==> src/rtl/core/gcic_ram.sv <==
// Generic single-port-write, single-port-read RAM with registered read data.
module gcic_ram #(
    parameter int WIDTH = 8,
    parameter int DEPTH = 16,
    localparam int AW = (DEPTH > 1) ? $clog2(DEPTH) : 1
) (
    input  logic             i_clk,
    input  logic             i_we,
    input  logic [AW-1:0]    i_waddr,
    input  logic [WIDTH-1:0] i_wdata,
    input  logic             i_re,
    input  logic [AW-1:0]    i_raddr,
    output logic [WIDTH-1:0] o_rdata
);

    logic [WIDTH-1:0] r_mem [DEPTH];
    logic [WIDTH-1:0] r_rdata;

    always_ff @(posedge i_clk) begin
        if (i_we) begin
            r_mem[i_waddr] <= i_wdata;
        end
        if (i_re) begin
            r_rdata <= r_mem[i_raddr];
        end
    end

    assign o_rdata = r_rdata;

endmodule

==> config.mk <==
export PLATFORM = sky130hd
export DESIGN_NAME = gcic_ram
export DESIGN_NICKNAME = d
export VERILOG_FILES = /design/src/rtl/core/gcic_ram.sv
export SDC_FILE = /design/constraint.sdc
export NUM_CORES = 1
export LEC_CHECK = 0
export ABC_AREA = 1
export BUFFER_PORTS_ARGS = -buffer_cell sky130_fd_sc_hd__buf_2
export CORE_MARGIN = 2
export CORE_UTILIZATION = 65
export CTS_BUF_LIST = sky130_fd_sc_hd__clkbuf_16
export DETAILED_ROUTE_END_ITERATION = 16
export PLACE_DENSITY = 0.82
export SLEW_MARGIN = 20
export SYNTH_ARGS = -nofsm -noshare
export SYNTH_HDL_FRONTEND = slang
export SYNTH_SLANG_ARGS = --single-unit
export TNS_END_PERCENT = 10
==> constraint.sdc <==
create_clock -name i_clk -period 3.6 [get_ports i_clk]
set_clock_uncertainty 0.1 [all_clocks]
set_input_delay 0.36 -clock i_clk [delete_from_list [all_inputs] [get_ports i_clk]]
set_output_delay 0.36 -clock i_clk [all_outputs]
set_load 0.005 [all_outputs]
## Word-level counts from Yosys, hierarchy flattened

Memories as Yosys holds them, arrays and structs flattened. A register that Yosys moved wholly into a read port is not among the register bits.
Index checks and enable logic that the tools add are counted.

| cells by class | value |
|---|---|
| add/sub/neg operators | 0 |
| $mul | 0 |
| divide/modulo/power cells | 0 |
| order comparisons | 0 |
| equality and inequality tests | 0 |
| shift operators | 0 |
| multiplexer cells | 2 |
| bitwise logic cells | 0 |
| reductions and logical operators | 0 |

Operator list:

| kind | number |
|---|---|
| 1-bit 2-to-1 mux | 2 |

| storage, ports and cells | value |
|---|---|
| flip-flop bits (word level) | 0 |
| latch bits | 0 |
| memory bits (writable) | 128 |
| memory bits (read-only) | 0 |
| input port bits | 19 |
| output and inout port bits | 8 |
| word-level logic and storage cells | 3 |
| memories kept | 1 |

Memory list:

| name | depth | bits a word | read ports | clocked after memory_dff | write ports | line | RTL |
|---|---|---|---|---|---|---|---|
| r_mem | 16 | 8 | 1 | 1 | 1 | 16 | `logic [WIDTH-1:0] r_mem [DEPTH];` |

## Logic depth before layout (Yosys ltp)

| logic depth | value |
|---|---|
| word-level depth | 2 |
| mapped depth | 8 |
| mapped depth without buffers | 7 |

## Worst setup path before layout

OpenSTA, ideal clock, no wires.

| timing | value |
|---|---|
| path kind | input to register |
| start point | input i_waddr[2] |
| end point | memory r_mem[10][0] (enable) |
| library setup time | 0.370 ns |
| arrival time | 0.941 ns |
| required time | 3.130 ns |
| path slack | 2.189 ns |
| stages | 2 |
| buffers on the path | 0 |
| cells stage by stage | nand3b_1 -> nor2_1 |

RTL lines:

| what | line | RTL |
|---|---|---|
| start: declaration | 9 | `input logic [AW-1:0] i_waddr,` |
| end: declaration | 16 |  |

No word-level cell before the write port.

==> flow_summary_export.csv <==
group,metric,value,unit
timing,max_freq,530,MHz
finish,final_nets,592,
global_route,track_usage,28.0,%
global_route,grt_pass1_vias,3790,
power,switching_share,21.6,%
clock_network,clockBufferDepth,2,
setup_path,cp-end-kind,"register",
drt,final_antenna_net_count,0,
clock_network,htreeDepth,4,
setup_path,crit_start,"i_raddr[1]",
power,intPower,3000,uW
floorplanning,top_level_ports,27,
floorplanning,die_h,98.8,um
power,leakage,0.00283,uW
setup_path,rrSetupSlack,2.21,ns
finish,fin_cells,694,
timing,final_hold_viol_count,0,
hold_path,hold_class,"input port to register",
drt,vias_per_cell,5.64,
setup_path,timing.rr.start,"r_mem[4][3]",
clock_network,cts_hold_buf,0,
clock_network,cts_buffers,17,
clock_network,cts_resized,0,
setup_path,arrival,1.97,ns
yosys,synth_top_cell_area_share,69.8,%
clock_network,tritoncts,"done",
timing,fin_hold_ws,0.207,ns
drt,wirelength,12600,um
setup_path,reg2regPathDepth,6,
timing,max-slew-margin-rel,28.1,%
floorplanning,rows,34,
drt,first_pass_iters,5,
job,drv_cap,0,
drt,routedWlPerCell,18.1,um
power,combPwrFrac,5.3,%
yosys,synth-seq-cells,136,
yosys,synth.avg_cell_area,10.6,sq um
power,switching_power,824,uW
clock_network,cts_root_buf,"clkbuf_16",
power,power_frac_seq,46.9,%
clock_network,insertion_delay,0.42,ns
floorplanning,dieWidth,98.8,um
yosys,synthTopCellsByArea,"edfxtp_1 70%, nand2_1 11%, nand3_1 8.3%",
global_route,grt_max_degree,65,
timing,worst_slew_pin_slew,1.08,ns
timing,setup_tns,0,ns
finish,final_layout_size_suffix_gt1_share,10.4,%
yosys,synth_cells,551,
yosys,synth_area,0.00585,sq mm
yosys,yosys.area.top_type,"edfxtp_1",
drt,drt-initial-drc-count,384,
timing,finalCritPeriodShare,52.5,%
yosys,yosysWarnings,0,
hold_path,min_from,"i_re",
setup_path,start_kind,"input port",
placed_design,port_buffers,26,
global_route,antenna_found_initial,0,
global_route,grt_overflow_total,0,
placed_design,dpl.hpwl,7130,um
floorplanning,coreArea,0.00872,sq mm
floorplanning,dieArea,0.00977,sq mm
setup_path,path_max_fanout,33,
yosys,yosysSeqAreaShare,69.8,%
floorplanning,start_util,67.0,%
power,p_per_area,581,mW/mm^2
timing,final_max_slew_viol_count,0,
placed_design,gp_congestion,0.851,
power,clock_power_share,47.8,%
finish,area_growth_syn_to_layout,12.5,%
run_status,run_status,"complete, no violations",
clock_network,cts_setup_buffers,0,
clock_network,path_clk_slew,0.06,ns
timing,rsz0062_at_grt,"no",
clock_network,cts.sinks,136,
yosys,synth_cell_type_count,11,
drt,vias,3916,
drt,drc,0,
setup_path,setup.worst_path.class,"input port to register",
finish,utilization,75.4,%
global_route,grt_pass1_wl,19900,um
setup_path,crit_required,3.68,ns
power,vdd_ir_drop_max,0.400,mV
finish,antennaDiodeCount,0,
timing,fin_crit,1.89,ns
timing,setup_violations,0,
power,finalPower,3820,uW
hold_path,min_path_cells,1,
yosys,synth_fp_nets,570,
placed_design,placed_cells,662,
-- synth_stat cells --
master and number:
nand3_1 97, inv_1 100, nand2_1 173, nand3b_1 2
edfxtp_1 136, buf_1 1, nor2_1 17, inv_2 2
buf_4 4, buf_6 6, buf_2 13
-- through the flow --
step                cell area, sq um  setup slack (ns)
floorplan                       5850              2.19
global placement                5950              1.41
detailed placement              5950              1.40
CTS                             6580              1.78
global route                    6580              1.61
finish                          6580              1.71
-- layout by cell type (no fill, tap or decap), drive strengths merged --
cell type | Yosys | layout
edfxtp | 136 | 136
nand2 | 173 | 173
clkinvlp | 0 | 4
nand3 | 97 | 97
nand3b | 2 | 2
bufinv | 0 | 4
buf | 24 | 27
clkbuf | 0 | 17
inv | 102 | 105
nor2 | 17 | 17
clkinv | 0 | 4
-- final cells by class --
class | instances | area [sq um]
multi-input cells | 289 | 1210
flip-flops and latches | 136 | 4080
well taps | 108 | 135
inverters | 102 | 383
fillers | 539 | 2140
clock buffers | 17 | 425
clock inverters | 15 | 200
repair buffers | 27 | 138
-- power by group through the flow --
stage	registers [uW]	clock network [uW]	logic (uW)
finish	1790	1830	204
global route	1800	1900	226
CTS	1790	1840	202
detailed placement	1830	0	197
global placement	1830	0	192
floorplan	1830	0	125
-- kinds of logic (layout without fill, tap and decap cells) --
group,after synthesis,after routing,synth area share [%]
buf+inv,126,161,9.39
flops,136,136,69.8
simple gates,289,289,20.8
-- routing by layer --
| metal | up-vias | part of all wire (%) | GRT usage, % |
|---|---|---|---|
| met3 | 26 | 9.9 | 7.87 |
| li1 | 1823 | - | - |
| met2 | 223 | 50 | 44.6 |
| met4 | 0 | 2.6 | 12.5 |
| met5 | - | 0 | 0 |
| met1 | 1844 | 37 | 36.4 |
-- state kept, by name (all words and copies together) (netlist names) --
register  count
r_mem       128
o_rdata       8
-- final timing paths --
check | end
worst max register to register | o_rdata[3]
worst max-delay path | o_rdata[0]
worst min register to register | o_rdata[0]
worst min-delay path | o_rdata[0]
-- worst max-delay path, cell delays in order --
cell	delay [ns]
buf_2	0.51
inv_2	0.45
nand3_1	0.25
nand3_1	0.13
nand3_1	0.17
nand2_1	0.07
No activity file was read; power rests on OpenSTA's default activity.
