[config.mk]
export PLATFORM = sky130hd
export DESIGN_NAME = gcic_lane
export DESIGN_NICKNAME = d
export VERILOG_FILES = /design/src/rtl/core/gcic_pkg.sv /design/src/rtl/core/gcic_lane.sv
export SDC_FILE = /design/constraint.sdc
export NUM_CORES = 1
export LEC_CHECK = 0
export ABC_AREA = 1
export ABC_CLOCK_PERIOD_IN_PS = 1960
export BUFFER_PORTS_ARGS = -buffer_cell sky130_fd_sc_hd__buf_2
export CORE_MARGIN = 10
export CORE_UTILIZATION = 60
export DETAILED_ROUTE_END_ITERATION = 8
export PLACE_DENSITY_LB_ADDON = 0.3
export SYNTH_ARGS = -nofsm -noshare
export SYNTH_HDL_FRONTEND = slang
export SYNTH_SLANG_ARGS = --single-unit
[constraint.sdc]
create_clock -name vclk -period 1.96
set_input_delay 0.196 -clock vclk [all_inputs]
set_output_delay 0.196 -clock vclk [all_outputs]
set_load 0.1 [all_outputs]
[src/rtl/core/gcic_pkg.sv]
// Shared constants, codes and types of the grid cell image counters.
package gcic_pkg;

    localparam int MAX_CELLS_DEF  = 1024;
    localparam int NUM_IMAGES_DEF = 16;
    localparam int COUNT_BITS_DEF = 16;

    localparam int COORD_W   = 24;
    localparam int SPAN_W    = 23;
    localparam int CELLS_W   = 6;
    localparam int MASK_W    = 16;
    localparam int CELL_W    = 10;
    localparam int IMG_W     = 4;
    localparam int OP_W      = 2;
    localparam int OUT_CNT_W = 16;
    localparam int CFG_IDX_W = 3;
    localparam int CFG_DAT_W = 24;
    localparam int QUOT_W    = 6;
    localparam int NUM_W     = SPAN_W + QUOT_W - 1;
    localparam int DIVR_W    = NUM_W - 1;
    localparam int IN_DATA_W = 80;
    localparam int OUT_DATA_W = 32;

    localparam logic [CELLS_W-1:0] CELLS_MAX = 6'd32;

    localparam logic [OP_W-1:0] OP_ADD        = 2'd0;
    localparam logic [OP_W-1:0] OP_REMOVE     = 2'd1;
    localparam logic [OP_W-1:0] OP_QUERY_IMG  = 2'd2;
    localparam logic [OP_W-1:0] OP_QUERY_LIVE = 2'd3;

    localparam logic [CFG_IDX_W-1:0] REG_MASTER_GRID  = 3'd0;
    localparam logic [CFG_IDX_W-1:0] REG_BOX_MIN_X    = 3'd1;
    localparam logic [CFG_IDX_W-1:0] REG_BOX_MIN_Y    = 3'd2;
    localparam logic [CFG_IDX_W-1:0] REG_BOX_SPAN_X   = 3'd3;
    localparam logic [CFG_IDX_W-1:0] REG_BOX_SPAN_Y   = 3'd4;
    localparam logic [CFG_IDX_W-1:0] REG_CELLS_ACROSS = 3'd5;
    localparam logic [CFG_IDX_W-1:0] REG_CELLS_DOWN   = 3'd6;

    typedef struct packed {
        logic              done;
        logic [QUOT_W-1:0] quot;
    } t_div_res;

    typedef struct packed {
        logic en;
        logic up;
    } t_lane_ctrl;

endpackage

[src/rtl/core/gcic_lane.sv]
// One counter lane: saturating increment or decrement of a stored count.
module gcic_lane import gcic_pkg::*; #(
    parameter int COUNT_BITS = COUNT_BITS_DEF
) (
    input  t_lane_ctrl            i_ctrl,
    input  logic [COUNT_BITS-1:0] i_count,
    output logic [COUNT_BITS-1:0] o_count
);

    always_comb begin
        o_count = i_count;
        if (i_ctrl.en) begin
            if (i_ctrl.up) begin
                if (i_count != '1) begin
                    o_count = i_count + 1'b1;
                end
            end else if (i_count != '0) begin
                o_count = i_count - 1'b1;
            end
        end
    end

endmodule

# Word level (Yosys, flattened, before mapping)
# Cells that the tools add are included.
[totals] regBits=0 input_bits=18 wordCells=8
[classes] addsub=2 eq_ne=1 n_mux=4 n_reduce_logical=1
[op_table] cell="2-to-1 mux 16 bit" n=4
[op_table] cell="adder 16 x 1 -> 16 bit, second input constant" n=1
[op_table] cell="!= test 16 bit, second input constant" n=1
[op_table] cell="nonzero test 16 bit" n=1
[op_table] cell="subtractor 16 x 1 -> 16 bit, second input constant" n=1

# Depth between registers and ports, before layout
[logic_depth] word_depth=4 ltp_mapped=11 depth_no_buf=11

# Worst setup path before layout
# Ideal clock, no wire load.
[synth_path] path_type="input -> output" from="input i_count[0]" to="output o_count[0]" arrival_time_ns=2.457 required_ns=1.764 setup_slack_ns=-0.693 stages=10 path_buffers=0 path_cell_list="ha_1 > inv_1 > nor2_4 > nand2_4 > nor2_4 > nand2_2 > nand2_2 > nand2_1 > nand2_1 > xor2_1"
[synth_via] elab_chain_len=4
[synth_lines] item="from (decl)" line="gcic_lane.sv:6" rtl="input logic [COUNT_BITS-1:0] i_count,"
[synth_lines] item="subtractor 16 x 1 -> 16 bit, or another cell as far along" line="gcic_lane.sv:18" rtl="o_count = i_count - 1'b1;"
[synth_lines] item="2-to-1 mux 16 bit, on equally long branches" line="gcic_lane.sv:17, gcic_lane.sv:14"
[synth_lines] item="2-to-1 mux 16 bit" line="gcic_lane.sv:13" rtl="if (i_ctrl.up) begin"
[synth_lines] item="2-to-1 mux 16 bit (*)" line="gcic_lane.sv:12" rtl="if (i_ctrl.en) begin"
[synth_lines] item="to (decl)" line="gcic_lane.sv:7" rtl="output logic [COUNT_BITS-1:0] o_count"
# Every way passes the cells marked *; elsewhere a longest branch is shown, timed or not.

# Final worst setup path
[layout_path] from="input i_count[1]" to="output o_count[9]"
[layout_via] elab_chain_len=4
[layout_lines] item="subtractor 16 x 1 -> 16 bit, or another cell as far along" line="gcic_lane.sv:18"
[layout_lines] item="2-to-1 mux 16 bit, on equally long branches" line="gcic_lane.sv:17, gcic_lane.sv:14"
[layout_lines] item="2-to-1 mux 16 bit (*)" line="gcic_lane.sv:13"
[layout_lines] item="2-to-1 mux 16 bit (*)" line="gcic_lane.sv:12"
# Marked as above.

==> impl_metrics.csv <==
group,metric,value,unit
sta,final_hold_viol_count,0,
final_layout,nets,337,
sta,setup_tns,0,ns
logic_synthesis,syn_inst,283,
critical_path,critPathCapture,"o_count[9]",
sta,max_slew_margin,0.825,
place,post-place-ws,0.0589,ns
logic_synthesis,yosysMostFrequentCell,"nand2_1",
logic_synthesis,synthTopCellsByArea,"nand2_1 30%, nand3_1 13%, nor2_1 9.7%",
final_layout,syn_to_final_growth,34.4,%
critical_path,startpoint_type,"input port",
drt,wl_per_cell,13.9,um
place,hpwl,3780,um
die,rows,17,
logic_synthesis,yosys-top-cells-count,"113 x nand2_1, 36 x nor2_1, 35 x nand3_1",
logic_synthesis,yosysTopAreaCellShare,0.305,
final_layout,fin_util,0.846,
final_layout,fill_cells,147,
place,placed_area,0.00184,mm2
grt,overflow,0,
critical_path,cp.required,1.76,ns
sta,min_period,1.86,ns
final_layout,insertedDiodeCount,0,
critical_path,critPathArrivalTime,1.67,ns
critical_path,critPathMaxFanout,9,
sta,finalSetupViolCount,0,
final_layout,clkbuf_count,0,
critical_path,cp-startpoint,"i_count[1]",
drt,vias,1926,
place,portBuffers,34,
drt,wirelength,4760,um
sta,tightest_slew,0.262,ns
drt,drc,0,
drt,viasPerCell,5.63,
grt,grt_max_degree,20,
grt,grt_usage,0.203,
sta,final_max_slew_viol_count,0,
pwr,vdd_drop_max,385,uV
die,coreArea,0.00221,mm2
cts,postCtsSetupBuffers,0,
pwr,power_density,334,mW/mm2
logic_synthesis,avgSynthCellArea,4.92,um2
sta,fmax,537,MHz
final_layout,regArea,0,um2
die,start_util,0.629,
logic_synthesis,syn_area,0.00139,mm2
die,dieArea,0.00465,mm2
status,status,"finished clean",
logic_synthesis,synth_top_cell_by_area,"nand2_1",
flow_run,maxCapViolCount,0,
drt,dr.pass1.iters,5,
die,fp.dieW,68.2,um
grt,grt_pass1_vias,1823,
pwr,leakagePower,0.00100,uW
drt,ant_nets,0,
die,chipHeight,68.2,um
critical_path,criticalPathCategory,"input port to output port",
final_layout,seq_cell_count,0,
logic_synthesis,synthesis.nets,304,
logic_synthesis,ys_seq_area_frac,0,
logic_synthesis,ys_types,24,
drt,drt-initial-drc-count,193,
place,gp_congestion,1.06,
logic_synthesis,ys_warn_count,0,
final_layout,final_cells,342,
grt,antenna_found_initial,0,
grt,grt_pass1_wl,7860,um
die,io_pins,34,
final_layout,layout-drive-gt1-share,0.242,
place,dp.cells,342,
critical_path,worstSetupEndpointType,"output port",
sta,post-route-period-util,0.950,
sta,setup_ws,0.0984,ns
min_path,hp-class,"input port to output port",
final_layout,design_area,0.00187,mm2
-- per-stage QoR --
| step | power, uW | hold WS, ns |
|---|---|---|
| after floorplan | 411 | 0.681 |
| after CTS | 616 | 0.842 |
| after detailed placement | 615 | 0.840 |
| after global routing | 658 | 0.869 |
| after global placement | 608 | 0.832 |
| final | 625 | 0.846 |
-- cells by family after synthesis --
family | after synthesis | share of synthesized area
and+or+nand+nor | 205 | 0.656
buffers and inverters | 44 | 0.158
AOI/OAI and AO/OA | 16 | 0.0648
xor gates and xnor gates | 15 | 0.0944
adders and majority gates | 3 | 0.0270
-- report_power, final --
| group | total (uW) | switching (uW) | internal, uW |
|---|---|---|---|
| clock network | 0 | 0 | 0 |
| logic | 625 | 422 | 203 |
| registers | 0 | 0 | 0 |
| total | 625 | 422 | 203 |
-- placed cells by master, fill, tap and decap left out, drive strengths merged --
cell    Yosys  final
a21oi       2      2
buf         9     43
clkinv      1      1
ha          3      3
inv        31     31
nand2     119    119
nand3      37     37
nand4       3      3
nor2       45     45
nor3        1      1
o211ai      1      1
o21ai      10     10
o21bai      3      3
xor2       15     15
-- how the worst min path moves through the flow --
stage / cells after the start / startpoint / end / slack [ns]
floorplan: 2 / i_count[12] / o_count[12] / 0.68
global placement: 4 / i_count[15] / o_count[15] / 0.83
detailed placement: 4 / i_count[11] / o_count[11] / 0.84
CTS: 4 / i_count[15] / o_count[15] / 0.84
global route: 4 / i_count[6] / o_count[6] / 0.87
finish: 4 / i_count[11] / o_count[11] / 0.85
-- critical path, cell delays in order --
cell and delay [ns]:
buf_2 0.16, ha_4 0.16, inv_1 0.06, nor2_4 0.16
nand2_4 0.10, nor2_4 0.25, inv_2 0.08, nand3_2 0.08
nand2_1 0.04, nand2_1 0.06, nand2_1 0.06, nand2_2 0.09
buf_12 0.17
-- layout make-up --
type | instances | area, um2 | area share
Multi-Input combinational cell | 239 | 1240 | 0.662
Tap cell | 28 | 35.0 | 0.0187
Timing Repair Buffer | 43 | 478 | 0.256
Inverter | 32 | 120 | 0.0642
-- layer usage --
layer | global-route usage | wire [um] | share of wire | vias up
met5 | 0 | 0 | 0 | -
met4 | 0.0779 | 140 | 0.029 | 0
met3 | 0.0294 | 516 | 0.11 | 23
met2 | 0.336 | 2190 | 0.46 | 130
met1 | 0.258 | 1910 | 0.40 | 839
li1 | - | - | - | 934
-- repair_timing --
item | in CTS | in global routing
resized for setup | 0 | 7
hold buffers | 0 | 0
endpoints found under the hold margin | 0 | 0
setup endpoints to repair | 0 | 9
(Power assumes the default switching activity.)
