### config.mk
export PLATFORM = sky130hd
export DESIGN_NAME = gcic_axis_div
export DESIGN_NICKNAME = d
export VERILOG_FILES = /design/src/rtl/core/gcic_pkg.sv /design/src/rtl/core/gcic_axis_div.sv
export SDC_FILE = /design/constraint.sdc
export NUM_CORES = 1
export LEC_CHECK = 0
export ABC_AREA = 1
export BUFFER_PORTS_ARGS = -buffer_cell sky130_fd_sc_hd__buf_2
export CAP_MARGIN = 20
export CORE_MARGIN = 2
export CORE_UTILIZATION = 30
export CTS_BUF_LIST = sky130_fd_sc_hd__clkbuf_16
export DETAILED_ROUTE_END_ITERATION = 8
export PLACE_DENSITY = 0.51
export SYNTH_ARGS = -nofsm -noshare
export SYNTH_HDL_FRONTEND = slang
export SYNTH_SLANG_ARGS = --single-unit
### constraint.sdc
create_clock -name i_clk -period 6 [get_ports i_clk]
set_input_delay 0.9 -clock i_clk [delete_from_list [all_inputs] [get_ports i_clk]]
set_output_delay 0.9 -clock i_clk [all_outputs]
set_load 0.01 [all_outputs]
### src/rtl/core/gcic_pkg.sv
// Shared constants, codes and types of the grid cell image counters.
package gcic_pkg;

    localparam int MAX_CELLS_DEF  = 1024;
    localparam int NUM_IMAGES_DEF = 16;
    localparam int COUNT_BITS_DEF = 16;

    localparam int COORD_W   = 24;
    localparam int SPAN_W    = 23;
    localparam int CELLS_W   = 6;
    localparam int MASK_W    = 16;
    localparam int CELL_W    = 10;
    localparam int IMG_W     = 4;
    localparam int OP_W      = 2;
    localparam int OUT_CNT_W = 16;
    localparam int CFG_IDX_W = 3;
    localparam int CFG_DAT_W = 24;
    localparam int QUOT_W    = 6;
    localparam int NUM_W     = SPAN_W + QUOT_W - 1;
    localparam int DIVR_W    = NUM_W - 1;
    localparam int IN_DATA_W = 80;
    localparam int OUT_DATA_W = 32;

    localparam logic [CELLS_W-1:0] CELLS_MAX = 6'd32;

    localparam logic [OP_W-1:0] OP_ADD        = 2'd0;
    localparam logic [OP_W-1:0] OP_REMOVE     = 2'd1;
    localparam logic [OP_W-1:0] OP_QUERY_IMG  = 2'd2;
    localparam logic [OP_W-1:0] OP_QUERY_LIVE = 2'd3;

    localparam logic [CFG_IDX_W-1:0] REG_MASTER_GRID  = 3'd0;
    localparam logic [CFG_IDX_W-1:0] REG_BOX_MIN_X    = 3'd1;
    localparam logic [CFG_IDX_W-1:0] REG_BOX_MIN_Y    = 3'd2;
    localparam logic [CFG_IDX_W-1:0] REG_BOX_SPAN_X   = 3'd3;
    localparam logic [CFG_IDX_W-1:0] REG_BOX_SPAN_Y   = 3'd4;
    localparam logic [CFG_IDX_W-1:0] REG_CELLS_ACROSS = 3'd5;
    localparam logic [CFG_IDX_W-1:0] REG_CELLS_DOWN   = 3'd6;

    typedef struct packed {
        logic              done;
        logic [QUOT_W-1:0] quot;
    } t_div_res;

    typedef struct packed {
        logic en;
        logic up;
    } t_lane_ctrl;

endpackage

### src/rtl/core/gcic_axis_div.sv
// Restoring divider for one axis position, two quotient bits per cycle.
module gcic_axis_div import gcic_pkg::*; (
    input  logic              i_clk,
    input  logic              i_rst_n,
    input  logic              i_start,
    input  logic [NUM_W-1:0]  i_num,
    input  logic [SPAN_W-1:0] i_span,
    output t_div_res          o_res
);

    logic              r_busy;
    logic [1:0]        r_step;
    logic              r_done;
    logic [NUM_W-1:0]  r_rem;
    logic [DIVR_W-1:0] r_div;
    logic [QUOT_W-1:0] r_quot;

    logic [NUM_W-1:0] w_d_hi;
    logic [NUM_W-1:0] w_d_lo;
    logic             w_q_hi;
    logic             w_q_lo;
    logic [NUM_W-1:0] w_rem1;
    logic [NUM_W-1:0] w_rem2;

    always_comb begin
        w_d_hi = {r_div, 1'b0};
        w_d_lo = {1'b0, r_div};
        w_q_hi = (r_rem >= w_d_hi);
        w_rem1 = w_q_hi ? (r_rem - w_d_hi) : r_rem;
        w_q_lo = (w_rem1 >= w_d_lo);
        w_rem2 = w_q_lo ? (w_rem1 - w_d_lo) : w_rem1;
    end

    always_ff @(posedge i_clk) begin
        if (!i_rst_n) begin
            r_busy <= 1'b0;
            r_step <= 2'd0;
            r_done <= 1'b0;
        end else begin
            r_done <= 1'b0;
            if (i_start) begin
                r_busy <= 1'b1;
                r_step <= 2'd0;
            end else if (r_busy) begin
                r_step <= r_step + 2'd1;
                if (r_step == 2'd2) begin
                    r_busy <= 1'b0;
                    r_done <= 1'b1;
                end
            end
        end
    end

    always_ff @(posedge i_clk) begin
        if (i_start) begin
            r_rem  <= i_num;
            r_div  <= {i_span, 4'd0};
            r_quot <= '0;
        end else if (r_busy) begin
            r_rem  <= w_rem2;
            r_div  <= r_div >> 2;
            r_quot <= {r_quot[QUOT_W-3:0], w_q_hi, w_q_lo};
        end
    end

    assign o_res.done = r_done;
    assign o_res.quot = r_quot;

endmodule

Yosys cells after proc, flatten, opt, wreduce, memory -nomap -nowiden
Cells that the tools add are included.
Widths: inputs -> output; s select.
{ "totals": {"inputBits": 54, "ff_bits": 65, "ram_bits": 0, "output_inout_bits": 7, "latch_bits": 0, "mem_bits_ro": 0, "word_cells": 28, "mem_count": 0} }
{ "classes": {"shifts": 0, "div_mod_pow": 0, "bitwise": 2, "muxes": 10, "n_reduce_logical": 3, "order_cmp": 2, "eq_ne": 1, "mul": 0, "addsub": 3} }
{ "ops": {"columns": ["operator", "count"], "rows": [
  ["$mux 28", 4],
  ["$mux 27", 2],
  ["$ge 28x27->1", 1],
  ["$ge 28x28->1", 1],
  ["$sub 28x27->28", 1],
  ["$sub 28x28->28", 1],
  ["$mux 1", 4],
  ["$reduce_or 3->1", 1],
  ["$add 2x1->2 const B", 1],
  ["$eq 2x2->1 const B", 1],
  ["$not 1->1", 2],
  ["$reduce_bool 2->1", 1],
  ["$reduce_or 2->1", 1]
]} }

Depth between registers and ports, before layout
{ "depth": {"word_depth": 6, "ltp_mapped": 33, "depth_no_buf": 30} }

Worst setup path before layout
OpenSTA, ideal clock, no wires.
{ "synth_path": {"path_kind": "register to register", "from": "reg r_rem[11]", "to": "reg r_rem[11], data pin", "synth_period_minus_slack_ns": 3.815, "setup_slack_ns": 2.185, "path_buffers": 3, "required_time_ns": 5.746, "setup_ns": 0.254, "arrival_time_ns": 3.562, "path_stages_with_launch": 28, "cell_sequence": "edfxtp_1 -> ha_1 -> nand2_2 -> inv_1 -> a21oi_1 -> nand3_2 -> nand2_1 -> nand3_4 -> clkbuf_2 -> o21ai_0 -> inv_1 -> fa_1 -> inv_1 -> nand3_1 -> nand2_1 -> nand2_1 -> nand2_1 -> nand2_1 -> nand4_1 -> nand2_1 -> nand2_1 -> nand2_1 -> nand3_4 -> buf_6 -> buf_6 -> nand2_1 -> nand3_1 -> nand2_1"} }
{ "synth_via": {"elab_chain_len": 6, "word_cells_on_any_way": 8, "classes_between": "2 x add/sub; 2 x order compare; 4 x mux"} }
{ "synth_lines": {"columns": ["item", "line_no", "text"], "rows": [
  ["start, declared", "gcic_axis_div.sv:14", "logic [NUM_W-1:0] r_rem;"],
  ["start signal, assigned", "gcic_axis_div.sv:56", "r_rem <= i_num;"],
  ["start signal, assigned", "gcic_axis_div.sv:60", "r_rem <= w_rem2;"],
  ["$sub 28x28->28 or $ge 28x28->1 (tied branches)", "gcic_axis_div.sv:29, gcic_axis_div.sv:28", null],
  ["$mux 28 (*)", "gcic_axis_div.sv:29", "w_rem1 = w_q_hi ? (r_rem - w_d_hi) : r_rem;"],
  ["$sub 28x27->28 or $ge 28x27->1 (tied branches)", "gcic_axis_div.sv:31, gcic_axis_div.sv:30", null],
  ["$mux 28 (*)", "gcic_axis_div.sv:31", "w_rem2 = w_q_lo ? (w_rem1 - w_d_lo) : w_rem1;"],
  ["$mux 28 (*)", "gcic_axis_div.sv:59", "end else if (r_busy) begin"],
  ["$mux 28 (*)", "gcic_axis_div.sv:55", "if (i_start) begin"]
]} }
Mark *: on every way between the ends. The rest lies on a longest branch, timed or not. The select of a mux whose other input is x is not followed.
A chain may end at the register's enable or synchronous reset.

Worst setup path in the final report
{ "layout_path": {"from": "reg r_div[5]", "to": "reg r_rem[25], data pin"} }
{ "layout_via": {"elab_chain_len": 6, "word_cells_on_any_way": 8, "classes_between": "2 x add/sub; 2 x order compare; 4 x mux"} }
{ "layout_lines": {"columns": ["item", "line_no", "text"], "rows": [
  ["start, declared", "gcic_axis_div.sv:15", "logic [DIVR_W-1:0] r_div;"],
  ["start signal, assigned", "gcic_axis_div.sv:57", "r_div <= {i_span, 4'd0};"],
  ["start signal, assigned", "gcic_axis_div.sv:61", "r_div <= r_div >> 2;"],
  ["$sub 28x28->28 or $ge 28x28->1 (tied branches)", "gcic_axis_div.sv:29, gcic_axis_div.sv:28", null],
  ["$mux 28", "gcic_axis_div.sv:29", null],
  ["$sub 28x27->28 or $ge 28x27->1 (tied branches)", "gcic_axis_div.sv:31, gcic_axis_div.sv:30", null],
  ["$mux 28 (*)", "gcic_axis_div.sv:31", null],
  ["$mux 28 (*)", "gcic_axis_div.sv:59", null],
  ["$mux 28 (*)", "gcic_axis_div.sv:55", null]
]} }
Marked as above.

==> flow_summary.yaml <==
status:
  status: "completed"
floorplan:
  initial_core_util_pct: 30.8
  num_rows: 56
  die_h_um: 160
  ios: 61
  die_w_um: 160
  core_area_um2: 23600
  die_area_um2: 25500
timing:
  timing.fmax_mhz: 200
  worst_slack_ns: 1.00
  final.setup.tns_ns: 0
  period_needed_ns: 5.00
  drv_slew: 0
  hold_viol: 0
  worst_pin_slew_ns: 0.943
  skew_ns: 0.0112
  slew_headroom_pct: 37.1
  rsz0062_at_grt: "false"
  period_share_pct: 83.3
  setup_viol_count_final: 0
cells_and_area:
  nNetsFinal: 1337
  nFillCells: 2652
  layout-drive-gt1-share_pct: 9.18
  num_antenna_cells: 0
  finalNonFillerCells: 1550
  synthToLayoutAreaGrowth_pct: 12.3
  register_area_um2: 1810
  multi_input_area_um2: 4560
  fin_area_um2: 8170
yosys:
  syn_area_per_cell_um2: 6.18
  synthAdderAreaFrac_pct: 10.0
  synth_warnings: 0
  yosys.area_share.simple_pct: 38.9
  synth_area_um2: 7270
  async_flop_share_pct: 0
  synth-seq-area-share_pct: 24.9
  synth_edf_count: 51
  synth_top_family_by_area: "simple AND/OR/NAND/NOR gates"
  synth_cell_type_count: 43
  netlist_instances: 1176
  syn_nets: 1287
  synth_compound_area_share_pct: 10.1
  synth-main-ff-cell: "edfxtp_1"
  ys_ff_latch: 65
  synth_xor_area_share_pct: 3.73
  muxShareOfSynthArea_pct: 0
clock_network:
  tritoncts: "yes"
  clkTransAtPathRegs_ns: 0.06
  cts_post_setup_buffers_inserted: 0
  cts_root_buf: "clkbuf_16"
  clk_latency_ns: 0.33
  clk_path_buf_depth: 2
  cts_resized: 0
  postCtsHoldBufs: 0
  cts_buffers: 9
  cts_sinks: 65
  htree_levels: 3
detailed_routing:
  post_drt_via_cell_ratio: 4.75
  ant_nets: 0
  firstDrtPassIters: 7
  vias: 7369
  wirelength_mm: 24.5
  wl_per_cell_um: 15.8
  first_iter_violations: 609
  post-route-drc-count: 0
worst_setup_path:
  cp.arrival_ns: 5.07
  critical_path_class: "flip-flop to flip-flop"
  path_common_cell: "nand2_1"
  worst_setup_path_start_kind: "flip-flop"
  worstPathRequired_ns: 6.07
  path_max_fanout: 33
  cpMaxStageDelayCell: "o21ai_0"
  worstReg2RegEnd: "r_rem[25]"
  ff2ff_setup_slack_ns: 1.00
  critPathCaptureType: "flip-flop"
  max_stage_delay_ns: 0.60
  reg2reg_depth: 26
  r2r_start: "r_div[5]"
place:
  port_buffers: 60
  pre_cts_ws_ns: 1.04
  dpl_cell_area_um2: 7880
  gp_congestion: 0.893
  hpwl_mm: 20.5
  placed_cells: 1534
worst_hold_path:
  holdPathEnd: "r_quot[4]"
  hp-start: "r_quot[4]"
  hp-class: "flip-flop to flip-flop"
  hold_depth: 2
job:
  drv_cap: 0
grt:
  grt_pass1_wl_mm: 38.5
  grt_start_max_net_pins: 54
  grt_overflow: 0
  track_usage_pct: 19.2
  grt_pass1_vias: 7171
  antenna_found_initial: 0
[metal layers]
layer	GRT usage [%]	up-vias	share of wire, %
met4	5.41	0	2.2
met2	31.3	182	45
li1	-	3838	-
met5	0	-	0
met3	1.58	35	4.1
met1	27.2	3314	49
[worst max-delay path by stage]
stage	slack, ns	cells after the start	to	startpoint
6_report	1.00	26	r_rem[25]	r_div[5]
5_1_grt	0.54	27	r_rem[6]	r_div[5]
4_1_cts	1.01	27	r_rem[6]	r_div[5]
3_5_place_dp	1.04	27	r_rem[6]	r_div[5]
3_3_place_gp	1.03	27	r_rem[25]	r_div[5]
2_1_floorplan	2.18	27	r_rem[11]	r_rem[11]
[cell usage in the layout (no fill, tap or decap), types with 2 or more instances in the layout]
master      netlist  final
a21o_1            3      3
buf_4             1      4
or2_2             5      5
nand3_1         100    100
nor2_4            2      2
nor2_2            6      6
o21bai_1         12     12
o22ai_1           5      5
o21a_1            2      2
xor2_1            8      8
a21oi_2           3      3
nand4_1          23     23
inv_1           199    200
clkbuf_16         0     10
xnor2_1          23     23
nand2_1         429    429
a21boi_0          3      3
nor3_1            6      6
nand3b_1          5      5
o211ai_1          2      2
clkinvlp_4        0      2
a21oi_1          48     48
nand2_4           2      2
inv_2             5      6
dfxtp_1          14     14
buf_2             9     60
nand2_2           5      5
ha_1             55     55
fa_1              2      2
edfxtp_1         51     51
o21ai_0          46     46
and2_1            5      5
nand3_4           3      3
nor2_1           71     71
[state kept, by name (all words and copies together), names as in the netlist]
| signal | flops |
|---|---|
| r_div | 27 |
| r_busy | 1 |
| r_rem | 28 |
| r_done | 1 |
| r_step | 2 |
| r_quot | 6 |
[logic make-up after synthesis]
| logic type | count (synthesis) |
|---|---|
| flip-flops | 65 |
| buffers and inverters | 231 |
| XOR/XNOR | 31 |
| AND/OR/NAND/NOR | 663 |
| adder cells (fa/ha/maj) | 57 |
| AO/OA/AOI/OAI | 129 |
[critical path, delay by kind of cell, from the launching register on]
family | cells | cell delay (ns)
AOI/OAI and AO/OA | 1 | 0.60
adders and majority gates | 2 | 0.77
buffers and inverters | 3 | 0.45
DFF | 1 | 0.35
and+or+nand+nor | 20 | 2.58
[synthesized netlist by cell type, types with 3 or more instances]
master	number	area, um2
and2_1	5	31.3
inv_1	199	747
nor3_1	6	30.0
o21bai_1	12	90.1
nor2_2	6	37.5
a21oi_2	3	26.3
nand2_1	429	1610
clkbuf_1	11	41.3
buf_2	9	45.0
xor2_1	8	70.1
a21boi_0	3	22.5
or2_2	5	31.3
o22ai_1	5	31.3
nor2_1	71	267
nand3_1	100	500
ha_1	55	688
nand3_4	3	52.6
edfxtp_1	51	1530
o21ai_0	46	230
dfxtp_1	14	280
nand4_1	23	144
a21o_1	3	22.5
nand3b_1	5	37.5
nand2_2	5	31.3
inv_2	5	18.8
a21oi_1	48	240
xnor2_1	23	201
[final cells by class]
type / count / area share (%)
well taps: 319 / 4.89
multi-input cells: 880 / 55.8
clock buffers: 10 / 3.06
clock inverters: 6 / 0.506
repair buffers: 64 / 4.04
inverters: 206 / 9.47
flip-flops and latches: 65 / 22.2
[through the flow]
step | util, % | hold WS [ns]
6_report | 34.6 | 0.466
4_1_cts | 34.6 | 0.469
3_5_place_dp | 33.4 | 0.453
3_3_place_gp | 33.4 | 0.441
2_1_floorplan | - | 0.458
5_1_grt | 34.6 | 0.497
Power is not shown: default switching activity piles up to over one toggle a cycle in this logic, so the estimate is an artifact.
